### config.mk
export PLATFORM = sky130hd
export DESIGN_NAME = utf8_vietnamese_to_ascii
export DESIGN_NICKNAME = d
export VERILOG_FILES = /design/src/design/utf8va_pkg.sv /design/src/design/utf8va_front.sv /design/src/design/utf8va_queue.sv /design/src/design/utf8va_back.sv /design/src/design/utf8_vietnamese_to_ascii.sv
export SDC_FILE = /design/constraint.sdc
export NUM_CORES = 1
export LEC_CHECK = 0
export BUFFER_PORTS_ARGS = -buffer_cell sky130_fd_sc_hd__buf_2
export CORE_MARGIN = 2
export CORE_UTILIZATION = 30
export CTS_CLUSTER_DIAMETER = 30
export DETAILED_ROUTE_END_ITERATION = 10
export PLACE_DENSITY_LB_ADDON = 0.2
export SLEW_MARGIN = 20
export SYNTH_ARGS = -nofsm -noshare
export SYNTH_HDL_FRONTEND = slang
export SYNTH_HIERARCHICAL = 1
export SYNTH_SLANG_ARGS = --single-unit
### constraint.sdc
create_clock -name clock -period 12.4 [get_ports clock]
set_input_delay 3.72 -clock clock [delete_from_list [all_inputs] [get_ports clock]]
set_output_delay 3.72 -clock clock [all_outputs]
set_load 0.03 [all_outputs]
### src/design/utf8va_pkg.sv
// Shared types, constants and the accent lookup for the UTF-8 to ASCII transliterator.
package utf8va_pkg;

   // Default depth of the queue between classifier and emitter
   localparam int QUEUE_DEPTH_DEFAULT = 4;

   // Capacity register value after reset
   localparam logic [7:0] CAPACITY_RESET = 8'd63;

   // Lead byte classes
   localparam logic [7:0] LEAD2_MASK = 8'hE0;
   localparam logic [7:0] LEAD2_CODE = 8'hC0;
   localparam logic [7:0] LEAD3_MASK = 8'hF0;
   localparam logic [7:0] LEAD3_CODE = 8'hE0;

   // Substitute character for anything that cannot be mapped
   localparam logic [6:0]  ASCII_QMARK  = 7'h3F;
   localparam logic [15:0] CP_QMARK     = 16'h003F;
   localparam logic [15:0] CP_ASCII_TOP = 16'd128;

   // One classified request handed from front to back
   typedef struct packed {
      logic [15:0] codepoint;
      logic        emit;
      logic        last;
   } utf8va_entry_type;

   // Map a code point to its base ASCII letter; ASCII passes, others give '?'
   function automatic logic [6:0] to_ascii(input logic [15:0] cp);
      logic [6:0] c;
      case (cp)
         16'h00E0, 16'h00E1, 16'h1EA3, 16'h00E3, 16'h1EA1,
         16'h0103, 16'h1EAF, 16'h1EB1, 16'h1EB3, 16'h1EB5, 16'h1EB7,
         16'h00E2, 16'h1EA5, 16'h1EA7, 16'h1EA9, 16'h1EAB, 16'h1EAD: c = 7'h61;
         16'h00E8, 16'h00E9, 16'h1EBB, 16'h1EBD, 16'h1EB9,
         16'h00EA, 16'h1EBF, 16'h1EC1, 16'h1EC3, 16'h1EC5, 16'h1EC7: c = 7'h65;
         16'h00EC, 16'h00ED, 16'h1EC9, 16'h0129, 16'h1ECB:           c = 7'h69;
         16'h00F2, 16'h00F3, 16'h1ECF, 16'h00F5, 16'h1ECD,
         16'h00F4, 16'h1ED1, 16'h1ED3, 16'h1ED5, 16'h1ED7, 16'h1ED9,
         16'h01A1, 16'h1EDB, 16'h1EDD, 16'h1EDF, 16'h1EE1, 16'h1EE3: c = 7'h6F;
         16'h00F9, 16'h00FA, 16'h1EE7, 16'h0169, 16'h1EE5,
         16'h01B0, 16'h1EE9, 16'h1EEB, 16'h1EED, 16'h1EEF, 16'h1EF1: c = 7'h75;
         16'h00FD, 16'h1EF3, 16'h1EF7, 16'h1EF9, 16'h1EF5:           c = 7'h79;
         16'h00C0, 16'h00C1, 16'h1EA2, 16'h00C3, 16'h1EA0,
         16'h0102, 16'h1EAE, 16'h1EB0, 16'h1EB2, 16'h1EB4, 16'h1EB6,
         16'h00C2, 16'h1EA4, 16'h1EA6, 16'h1EA8, 16'h1EAA, 16'h1EAC: c = 7'h41;
         16'h00C8, 16'h00C9, 16'h1EBA, 16'h1EBC, 16'h1EB8,
         16'h00CA, 16'h1EBE, 16'h1EC0, 16'h1EC2, 16'h1EC4, 16'h1EC6: c = 7'h45;
         16'h00CC, 16'h00CD, 16'h1EC8, 16'h0128, 16'h1ECA:           c = 7'h49;
         16'h00D2, 16'h00D3, 16'h1ECE, 16'h00D5, 16'h1ECC,
         16'h00D4, 16'h1ED0, 16'h1ED2, 16'h1ED4, 16'h1ED6, 16'h1ED8,
         16'h01A0, 16'h1EDA, 16'h1EDC, 16'h1EDE, 16'h1EE0, 16'h1EE2: c = 7'h4F;
         16'h00D9, 16'h00DA, 16'h1EE6, 16'h0168, 16'h1EE4,
         16'h01AF, 16'h1EE8, 16'h1EEA, 16'h1EEC, 16'h1EEE, 16'h1EF0: c = 7'h55;
         16'h00DD, 16'h1EF2, 16'h1EF6, 16'h1EF8, 16'h1EF4:           c = 7'h59;
         16'h0111: c = 7'h64;
         16'h0110: c = 7'h44;
         default: begin
            if (cp < CP_ASCII_TOP) c = cp[6:0];
            else c = ASCII_QMARK;
         end
      endcase
      return c;
   endfunction

endpackage

### src/design/utf8va_front.sv
// Front end: accepts bytes, decodes UTF-8 sequences and tracks string state.
module utf8va_front (
   input  logic                      clock,
   input  logic                      reset,
   input  logic                      csr_valid,
   output logic                      csr_ready,
   input  logic [7:0]                csr_out_capacity,
   input  logic                      req_valid,
   output logic                      req_ready,
   input  logic [7:0]                req_data_byte,
   input  logic                      req_last_byte,
   input  logic                      queue_full,
   output logic                      push_valid,
   output utf8va_pkg::utf8va_entry_type push_entry
);
   import utf8va_pkg::*;

   logic [7:0]  capacity_ff, capacity_in;
   logic [15:0] partial_ff, partial_in;
   logic [1:0]  pending_ff, pending_in;
   logic [7:0]  count_ff, count_in;
   logic        stopped_ff, stopped_in;

   logic        req_fire;
   logic        have;
   logic [15:0] cp;
   logic        emit;

   assign csr_ready = 1'b1;
   assign req_ready = !queue_full;
   assign req_fire  = req_valid && req_ready;

   // Take capacity writes
   always_comb begin
      capacity_in = capacity_ff;
      if (csr_valid) capacity_in = csr_out_capacity;
   end

   // Decode one byte and decide what goes to the back end
   always_comb begin
      partial_in = partial_ff;
      pending_in = pending_ff;
      count_in   = count_ff;
      stopped_in = stopped_ff;
      have       = 1'b0;
      cp         = '0;
      emit       = 1'b0;
      push_valid = 1'b0;
      if (req_fire) begin
         if (!stopped_ff) begin
            if (pending_ff != 2'd0) begin
               partial_in = {partial_ff[9:0], req_data_byte[5:0]};
               pending_in = pending_ff - 2'd1;
               if (pending_ff == 2'd1) begin
                  have = 1'b1;
                  cp   = partial_in;
               end
            end else if (req_data_byte == 8'd0 || count_ff >= capacity_ff) begin
               stopped_in = 1'b1;
            end else if (!req_data_byte[7]) begin
               have = 1'b1;
               cp   = {8'd0, req_data_byte};
            end else if ((req_data_byte & LEAD2_MASK) == LEAD2_CODE) begin
               partial_in = {11'd0, req_data_byte[4:0]};
               pending_in = 2'd1;
            end else if ((req_data_byte & LEAD3_MASK) == LEAD3_CODE) begin
               partial_in = {12'd0, req_data_byte[3:0]};
               pending_in = 2'd2;
            end else begin
               have = 1'b1;
               cp   = CP_QMARK;
            end
         end
         // A decoded zero never maps to a nonzero letter, so drop it here
         emit = have && (cp != 16'd0) && (count_ff < capacity_ff);
         if (emit) count_in = count_ff + 8'd1;
         push_valid = emit || req_last_byte;
         if (req_last_byte) begin
            partial_in = '0;
            pending_in = '0;
            count_in   = '0;
            stopped_in = 1'b0;
         end
      end
      push_entry.codepoint = cp;
      push_entry.emit      = emit;
      push_entry.last      = req_last_byte;
   end

   // Hold string state and capacity
   always_ff @(posedge clock) begin
      if (reset) begin
         capacity_ff <= CAPACITY_RESET;
         partial_ff  <= '0;
         pending_ff  <= '0;
         count_ff    <= '0;
         stopped_ff  <= 1'b0;
      end else begin
         capacity_ff <= capacity_in;
         partial_ff  <= partial_in;
         pending_ff  <= pending_in;
         count_ff    <= count_in;
         stopped_ff  <= stopped_in;
      end
   end

endmodule

### src/design/utf8va_queue.sv
// Small register queue between the front end and the back end.
module utf8va_queue #(
   parameter int QUEUE_DEPTH = utf8va_pkg::QUEUE_DEPTH_DEFAULT
) (
   input  logic                         clock,
   input  logic                         reset,
   input  logic                         push_valid,
   input  utf8va_pkg::utf8va_entry_type push_entry,
   output logic                         full,
   input  logic                         pop_ready,
   output logic                         pop_valid,
   output utf8va_pkg::utf8va_entry_type pop_entry
);
   import utf8va_pkg::*;

   localparam int PTR_W = (QUEUE_DEPTH > 1) ? $clog2(QUEUE_DEPTH) : 1;
   localparam int CNT_W = $clog2(QUEUE_DEPTH + 1);
   localparam logic [PTR_W-1:0] PTR_LAST = PTR_W'(QUEUE_DEPTH - 1);
   localparam logic [CNT_W-1:0] CNT_FULL = CNT_W'(QUEUE_DEPTH);

   utf8va_entry_type       slot_ff [QUEUE_DEPTH];
   logic [PTR_W-1:0]       wr_ptr_ff, wr_ptr_in;
   logic [PTR_W-1:0]       rd_ptr_ff, rd_ptr_in;
   logic [CNT_W-1:0]       count_ff, count_in;
   logic                   do_push, do_pop;

   assign full      = (count_ff == CNT_FULL);
   assign pop_valid = (count_ff != '0);
   assign pop_entry = slot_ff[rd_ptr_ff];
   assign do_push   = push_valid && !full;
   assign do_pop    = pop_ready && pop_valid;

   // Advance pointers and occupancy
   always_comb begin
      wr_ptr_in = wr_ptr_ff;
      rd_ptr_in = rd_ptr_ff;
      count_in  = count_ff;
      if (do_push) wr_ptr_in = (wr_ptr_ff == PTR_LAST) ? '0 : wr_ptr_ff + PTR_W'(1);
      if (do_pop)  rd_ptr_in = (rd_ptr_ff == PTR_LAST) ? '0 : rd_ptr_ff + PTR_W'(1);
      if (do_push && !do_pop) count_in = count_ff + CNT_W'(1);
      else if (do_pop && !do_push) count_in = count_ff - CNT_W'(1);
   end

   always_ff @(posedge clock) begin
      if (reset) begin
         wr_ptr_ff <= '0;
         rd_ptr_ff <= '0;
         count_ff  <= '0;
      end else begin
         wr_ptr_ff <= wr_ptr_in;
         rd_ptr_ff <= rd_ptr_in;
         count_ff  <= count_in;
      end
   end

   // Store the pushed request
   always_ff @(posedge clock) begin
      if (do_push) slot_ff[wr_ptr_ff] <= push_entry;
   end

endmodule

### src/design/utf8va_back.sv
// Back end: maps code points to ASCII and emits characters and terminators.
module utf8va_back (
   input  logic                         clock,
   input  logic                         reset,
   input  logic                         pop_valid,
   input  utf8va_pkg::utf8va_entry_type pop_entry,
   output logic                         pop_ready,
   output logic                         rsp_valid,
   input  logic                         rsp_ready,
   output logic [6:0]                   rsp_out_char,
   output logic                         rsp_string_end
);
   import utf8va_pkg::*;

   logic       valid_ff, valid_in;
   logic [6:0] char_ff, char_in;
   logic       end_ff, end_in;
   logic       term_ff, term_in;
   logic       slot_free;

   assign slot_free      = !valid_ff || rsp_ready;
   assign rsp_valid      = valid_ff;
   assign rsp_out_char   = char_ff;
   assign rsp_string_end = end_ff;

   // Load the output register: owed terminator first, then the queue head
   always_comb begin
      valid_in  = valid_ff;
      char_in   = char_ff;
      end_in    = end_ff;
      term_in   = term_ff;
      pop_ready = 1'b0;
      if (slot_free) begin
         valid_in = 1'b0;
         if (term_ff) begin
            valid_in = 1'b1;
            char_in  = '0;
            end_in   = 1'b1;
            term_in  = 1'b0;
         end else if (pop_valid) begin
            pop_ready = 1'b1;
            if (pop_entry.emit) begin
               valid_in = 1'b1;
               char_in  = to_ascii(pop_entry.codepoint);
               end_in   = 1'b0;
               term_in  = pop_entry.last;
            end else if (pop_entry.last) begin
               valid_in = 1'b1;
               char_in  = '0;
               end_in   = 1'b1;
            end
         end
      end
   end

   always_ff @(posedge clock) begin
      if (reset) begin
         valid_ff <= 1'b0;
         term_ff  <= 1'b0;
      end else begin
         valid_ff <= valid_in;
         term_ff  <= term_in;
      end
   end

   always_ff @(posedge clock) begin
      char_ff <= char_in;
      end_ff  <= end_in;
   end

endmodule

### src/design/utf8_vietnamese_to_ascii.sv
// UTF-8 Vietnamese to ASCII transliterator; each result is registered after the queue.
// Throughput one request per cycle while the queue is not full; a request that
// yields a character and a terminator sends both in turn through the single output port.
// The request queue lets the decoder keep accepting while results wait to be taken.
// Reset clears string state and the queue and sets the capacity register to 63.
module utf8_vietnamese_to_ascii #(
   parameter int QUEUE_DEPTH = utf8va_pkg::QUEUE_DEPTH_DEFAULT
) (
   input  logic       clock,
   input  logic       reset,
   input  logic       csr_valid,
   output logic       csr_ready,
   input  logic [7:0] csr_out_capacity,
   input  logic       req_valid,
   output logic       req_ready,
   input  logic [7:0] req_data_byte,
   input  logic       req_last_byte,
   output logic       rsp_valid,
   input  logic       rsp_ready,
   output logic [6:0] rsp_out_char,
   output logic       rsp_string_end
);
   import utf8va_pkg::*;

   logic             queue_full;
   logic             push_valid;
   utf8va_entry_type push_entry;
   logic             pop_valid;
   logic             pop_ready;
   utf8va_entry_type pop_entry;

   // Decode and classify requests
   utf8va_front u_front (
      .clock            (clock),
      .reset            (reset),
      .csr_valid        (csr_valid),
      .csr_ready        (csr_ready),
      .csr_out_capacity (csr_out_capacity),
      .req_valid        (req_valid),
      .req_ready        (req_ready),
      .req_data_byte    (req_data_byte),
      .req_last_byte    (req_last_byte),
      .queue_full       (queue_full),
      .push_valid       (push_valid),
      .push_entry       (push_entry)
   );

   // Buffer classified requests
   utf8va_queue #(
      .QUEUE_DEPTH (QUEUE_DEPTH)
   ) u_queue (
      .clock      (clock),
      .reset      (reset),
      .push_valid (push_valid),
      .push_entry (push_entry),
      .full       (queue_full),
      .pop_ready  (pop_ready),
      .pop_valid  (pop_valid),
      .pop_entry  (pop_entry)
   );

   // Map and emit results
   utf8va_back u_back (
      .clock          (clock),
      .reset          (reset),
      .pop_valid      (pop_valid),
      .pop_entry      (pop_entry),
      .pop_ready      (pop_ready),
      .rsp_valid      (rsp_valid),
      .rsp_ready      (rsp_ready),
      .rsp_out_char   (rsp_out_char),
      .rsp_string_end (rsp_string_end)
   );

endmodule
==> results.json, run 1 <==
{
  "ctsHoldBuffers": 0,
  "final_core_util_pct": 35.2,
  "grt_pass1_wl_mm": 23.3,
  "synthCells": 527,
  "areaGrowthSynthToFinish_pct": 15.0,
  "reg2reg_slack_ps": 8190,
  "numClockSinks": 120,
  "leakage_nw": 2.55,
  "start_util_pct": 30.6,
  "yosysUniqueCellTypes": 92,
  "drc": 0,
  "tightestPinTransition_ps": 1000,
  "start_kind": "primary input",
  "cts_resized": 0,
  "wl_mm": 14.4,
  "synth_area_leader_cell": "edfxtp_1",
  "criticalPathCategory": "in2reg",
  "insertion_delay_ps": 410,
  "syn_area_sq_um": 6210,
  "drt.antenna.violating_nets": 0,
  "clk_path_buf_depth": 2,
  "outcome": "complete, no violations",
  "skew_ps": 12.0,
  "path_clk_slew_ps": 60,
  "min_from": "u_front/partial_ff[9]$_SDFFE_PP0P_",
  "netlist_top_cells_count": "80 x edfxtp_1, 43 x nand2_1, 40 x dfxtp_1",
  "synth_fa_ha_area_share_pct": 3.34,
  "maxCapViolCount": 0,
  "ys.flop_type": "edfxtp_1",
  "top_layer": "met4",
  "synth-simple-area-share_pct": 18.3,
  "drive_above_1_share_pct": 22.7,
  "synth_xor_area_share_pct": 0.564,
  "clock.fmax_mhz": 147,
  "row_count": 52,
  "setup_viol": 0,
  "min_period_over_period_pct": 54.8,
  "synth_top_family_by_area": "simple AND/OR/NAND/NOR gates",
  "arrival_ps": 7140,
  "netlist_top_cells_area": "edfxtp_1 39%, dfxtp_1 13%, mux4_2 6.5%, ha_1 3.0%, nand2_1 2.6%",
  "nNetsFinal": 594,
  "fp.coreArea_sq_um": 20300,
  "r2r_end": "u_queue/count_ff[2]$_SDFFE_PP0P_",
  "yosysTopAreaCellShare_pct": 38.7,
  "ios": 33,
  "htree_levels": 4,
  "overflow": 0,
  "seq_area_frac_synth_pct": 51.5,
  "ys_seq_elements": 120,
  "drt-met1-wl_mm": 6.63,
  "startpoint": "req_data_byte[7]",
  "fillers": 2017,
  "ir_drop_uv": 85.1,
  "critPathRequiredTime_ps": 12750,
  "hold_depth": 2,
  "root_buffer": "clkbuf_16",
  "tritoncts": "done",
  "vias": 4406,
  "grt_max_degree": 20,
  "path_cells": "buf_2, or2_1, and4bb_4, nor3b_4, nand2_1, o221a_2, nor2_1, a21o_1, bufinv_8, nor2_2, ha_1, inv_1, fa_1, xor2_1, or3_1, a21oi_1",
  "final-hold-violation-count": 0,
  "maxSlewHeadroom_pct": 33.2,
  "worst_hold_path.endpoint": "u_front/partial_ff[9]$_SDFFE_PP0P_",
  "cp-end-kind": "register",
  "n_antenna_cell": 0,
  "antenna_found_initial": 0,
  "routedWlPerCell_um": 17.1,
  "portBuffers": 31,
  "synth_most_common_cell": "edfxtp_1",
  "maxSlewViolCount": 0,
  "met3_length_um": 594,
  "synth_compound_area_share_pct": 13.3,
  "timing.rr.start": "u_front/capacity_ff[7]$_SDFFE_PP0P_",
  "ys_warn_count": 6,
  "synth.avg_cell_area_sq_um": 11.8,
  "cts_setup_buffers": 0,
  "drt_pass1_iterations": 5,
  "gp_congestion": 0.846,
  "rsz0062_at_grt": "no",
  "grt_use_total_pct": 13.8,
  "cts_buffers": 17,
  "grt_pass1_vias": 4401,
  "cp_slowest_stage_delay_ps": 380,
  "cp_max_fo": 7,
  "min_period_ps": 6790,
  "syn_nets": 565,
  "worst_r2r_path_depth": 17,
  "min_path_type": "reg2reg",
  "dp_hpwl_mm": 10.3,
  "path_buf_inv": 3,
  "vias_per_cell": 5.25,
  "critical_path.top_delay_family": "simple AND/OR/NAND/NOR gates",
  "muxShareOfSynthArea_pct": 8.13,
  "cp.depth": 16,
  "die_y_um": 148,
  "slowest_stage": "fa_1",
  "die_area_sq_um": 21900,
  "wl_met2_mm": 6.90,
  "drtIter0Drc": 195,
  "ys_async_sr_fraction_pct": 0,
  "synth_edf_count": 80,
  "fin_setup_tns_ps": 0,
  "die_width_um": 148,
  "p_per_area_nw_per_um2": 206
}
stage by stage:
step                cell area [sq um]  total power, mW  worst slack (ps)  cells  hold slack (ps)
floorplan                        6210            0.917              5820    527              446
global placement                 6570             1.02              5290    806              460
detailed placement               6570             1.02              5200    806              467
CTS                              7140             1.49              5610    838              475
global route                     7150             1.55              5390    839              509
finish                           7150             1.47              5610    839              474
state kept, by name (all words and copies together), names as in the netlist, 2 cells and up, named ones only:
| signal | cells |
|---|---|
| u_front/count_ff | 8 |
| u_front/partial_ff | 10 |
| u_front/pending_ff | 2 |
| u_queue/rd_ptr_ff | 2 |
| u_back/rsp_out_char | 7 |
| u_queue/count_ff | 3 |
| u_front/capacity_ff | 8 |
| u_queue/wr_ptr_ff | 2 |
| u_queue/slot_ff | 72 |
placed cells by master (no fill, tap or decap), types with 8 or more instances in the layout:
cell type	n
edfxtp_1	80
nand2_1	43
dfxtp_1	40
nor2_1	32
buf_2	31
inv_1	27
a21oi_1	20
mux4_2	18
clkbuf_16	17
o21ai_0	16
nand3_1	16
and3_1	15
ha_1	15
nor3_1	13
o211ai_1	12
nand4_1	11
mux2i_1	10
nor4_1	8
layout make-up:
cell class / instances / area, sq um / area share, %
sequential: 120 / 3200 / 44.8
multi-input combinational: 353 / 2720 / 38.1
clock buffer: 17 / 425 / 5.95
tap: 270 / 338 / 4.73
timing repair buffer: 35 / 189 / 2.64
clock inverter: 15 / 143 / 2.00
inverter: 29 / 128 / 1.79
cell families (layout without fill, tap and decap cells):
logic type	count (synthesis)	after routing
fa+ha+maj	16	16
compound gates	107	107
flops	120	120
xor+xnor	4	4
other cells	1	1
buf+inv	54	96
mux	28	28
simple gates	197	197
per-layer routing:
| layer | vias to the layer above | track usage (%) |
|---|---|---|
| li1 | 2093 | - |
| met1 | 2157 | 17.7 |
| met2 | 134 | 22.7 |
| met3 | 22 | 3.49 |
| met4 | 0 | 5.05 |
| met5 | - | 0 |
worst register-to-register path, cell delays in order (launching register included):
cell      delay [ps]
dfxtp_1          340
inv_1             80
ha_1             330
a211o_1          300
a31oi_1          190
nor3b_4          320
nand2_1          160
o221a_2          330
nor2_1           260
a21o_1           220
bufinv_8         210
nor2_2           140
ha_1             210
inv_1             60
fa_1             380
xor2_1           180
or3_1            300
a21oi_1          130
power by group:
part	internal [mW]	leakage (nW)	total (mW)	switching [mW]
Clock	0.279	0.275	0.463	0.185
Sequential	0.506	1.08	0.531	0.0250
Combinational	0.163	1.19	0.477	0.314
Total	0.948	2.55	1.47	0.523
how the worst max path moves through the flow:
stage | endpoint | slack (ps)
5_1_grt | u_queue/count_ff[2]$_SDFFE_PP0P_ | 5390
4_1_cts | u_queue/count_ff[2]$_SDFFE_PP0P_ | 5610
2_1_floorplan | u_queue/count_ff[2]$_SDFFE_PP0P_ | 5820
6_report | u_queue/count_ff[2]$_SDFFE_PP0P_ | 5610
3_3_place_gp | u_queue/count_ff[2]$_SDFFE_PP0P_ | 5290
3_5_place_dp | u_queue/count_ff[2]$_SDFFE_PP0P_ | 5200
(Power assumes the default switching activity.)
==> inputs of run 2 (changes only) <==
==> constraint.sdc (replaced) <==
create_clock -name clock -period 5.78 [get_ports clock]
set_input_delay 1.734 -clock clock [delete_from_list [all_inputs] [get_ports clock]]
set_output_delay 1.734 -clock clock [all_outputs]
set_load 0.03 [all_outputs]
==> run 2 against run 1 <==
  * Core utilization grew 0.30 points
  * Final area is 0.84% higher
  * Die area unchanged
  * Non-clock buffer count is 4 higher
  * Sequential power up 120%
  * Setup slack worse by 4700 ps
  * Flip-flop and latch count unchanged
  * Routed wire length rose by 3.2%
  * Global-route usage rose by 0.29 points
  * Combinational power is 110% higher
  * Via count up 0.91%
  * Cell count increased by 0.48%
==> results.json, run 2 (synthesis gave the netlist of run 1 again) <==
{
  "outcome": "complete, no violations",
  "vias": 4446,
  "tritoncts": "done",
  "ir_drop_uv": 270,
  "cts_buffers": 17,
  "antenna_found_initial": 0,
  "die_y_um": 148,
  "min_period_ps": 4840,
  "start_util_pct": 30.6,
  "path_clk_slew_ps": 60,
  "arrival_ps": 5180,
  "fillers": 1979,
  "drt_pass1_iterations": 5,
  "leakage_nw": 2.57,
  "reg2reg_slack_ps": 1460,
  "overflow": 0,
  "drc": 0,
  "start_kind": "primary input",
  "hold_ws_ps": 484,
  "final_cell_mix": "80 x edfxtp_1, 43 x nand2_1, 40 x dfxtp_1, 32 x nor2_1, 31 x buf_2",
  "rsz0062_at_grt": "no",
  "final_common_cell": "edfxtp_1",
  "grt_pass1_vias": 4409,
  "min_path_type": "reg2reg",
  "setup.worst_path.end": "u_queue/count_ff[2]$_SDFFE_PP0P_",
  "drive_above_1_share_pct": 22.9,
  "criticalPathCategory": "in2reg",
  "drt.antenna.violating_nets": 0,
  "fin_setup_tns_ps": 0,
  "wl_mm": 14.8,
  "nNetsFinal": 598,
  "clk_path_buf_depth": 2,
  "seqCellArea_sq_um": 3200,
  "vias_per_cell": 5.27,
  "grt_pass1_wl_mm": 24.0,
  "gp_congestion": 0.883,
  "die_area_sq_um": 21900,
  "p_per_area_nw_per_um2": 449,
  "tightestPinTransition_ps": 993,
  "startpoint": "req_data_byte[7]",
  "regMostFlops": "u_queue/slot_ff",
  "critPathRequiredTime_ps": 6120,
  "numClockSinks": 120,
  "setup_viol": 0,
  "portBuffers": 31,
  "ios": 33,
  "grt_max_degree": 20,
  "die_width_um": 148,
  "min_period_over_period_pct": 83.7,
  "timing.rr.start": "u_front/capacity_ff[7]$_SDFFE_PP0P_",
  "r2r_end": "u_queue/count_ff[2]$_SDFFE_PP0P_",
  "insertion_delay_ps": 410,
  "clock.fmax_mhz": 207,
  "maxCapViolCount": 0,
  "areaGrowthSynthToFinish_pct": 16.0,
  "n_antenna_cell": 0,
  "routedWlPerCell_um": 17.6,
  "cp_max_fo": 7,
  "root_buffer": "clkbuf_16",
  "skew_ps": 13.1,
  "worst_r2r_path_depth": 17,
  "final-hold-violation-count": 0,
  "cts_resized": 0,
  "fp.coreArea_sq_um": 20300,
  "drtIter0Drc": 329,
  "reg_top3": "u_queue/slot_ff x72, u_front/partial_ff x10",
  "cp-end-kind": "register",
  "maxSlewHeadroom_pct": 33.7,
  "row_count": 52,
  "largest_reg_flops": 72,
  "multiInputGateArea_sq_um": 2720,
  "cts_setup_buffers": 0,
  "maxSlewViolCount": 0,
  "htree_levels": 4,
  "dp_hpwl_mm": 10.5,
  "ctsHoldBuffers": 0,
  "grt_use_total_pct": 14.1
}
-- run 2: changes by cell type in the layout (fill, tap and decap cells not counted) --
cell	previous run	this run
buf_4	3	8
buf_6	1	0
bufinv_16	1	3
clkinv_1	0	2
clkinv_2	2	1
clkinv_4	6	3
clkinvlp_4	2	4
inv_6	5	3
-- run 2: final cells by class --
type                            count  area share (%)
Tap cell                          270            4.69
Timing Repair Buffer               39            2.99
Inverter                           29            1.77
Multi-Input combinational cell    353            37.8
Clock buffer                       17            5.90
Clock inverter                     15            2.45
Sequential cell                   120            44.4
-- run 2: how the worst min path moves through the flow --
stage	start	to	slack, ps	cells after the start
CTS	u_front/partial_ff[5]$_SDFFE_PP0P_	u_front/partial_ff[5]$_SDFFE_PP0P_	480	2
floorplan	u_front/partial_ff[9]$_SDFFE_PP0P_	u_front/partial_ff[9]$_SDFFE_PP0P_	450	2
global route	u_front/partial_ff[7]$_SDFFE_PP0P_	u_front/partial_ff[7]$_SDFFE_PP0P_	500	2
finish	u_front/partial_ff[9]$_SDFFE_PP0P_	u_front/partial_ff[9]$_SDFFE_PP0P_	480	2
detailed placement	u_front/partial_ff[5]$_SDFFE_PP0P_	u_front/partial_ff[5]$_SDFFE_PP0P_	470	2
global placement	u_front/partial_ff[9]$_SDFFE_PP0P_	u_front/partial_ff[9]$_SDFFE_PP0P_	470	2
-- run 2: critical path, stage by stage --
cell,delay [ps]
buf_2,160
or2_1,150
and4bb_4,210
nor3b_4,280
nand2_1,170
o221a_2,330
nor2_1,270
a21o_1,220
bufinv_8,210
nor2_2,140
ha_1,200
inv_1,60
fa_1,380
xor2_1,180
or3_1,310
a21oi_1,150
-- run 2: report_power, final --
part / internal, mW / switching, mW
combinational: 0.361 / 0.647
clock: 0.678 / 0.388
sequential: 1.08 / 0.0804
-- run 2: routing by layer --
layer,vias to the layer above,part of all wire [%],global-route usage (%)
met5,-,0,0
met4,0,1.3,4.71
met3,19,4.2,3.49
met2,126,48,22.8
met1,2193,47,18.7
li1,2108,-,-
-- run 2: per-stage QoR --
step           cell area, sq um  worst slack (ps)  util (%)  power (mW)  instances
2_1_floorplan              6210              1180         -        1.97        527
3_3_place_gp               6610               644      32.5        2.20        811
3_5_place_dp               6610               565      32.5        2.19        811
4_1_cts                    7210               981      35.5        3.27        843
5_1_grt                    7210               693      35.5        3.42        843
6_report                   7210               941      35.5        3.24        843
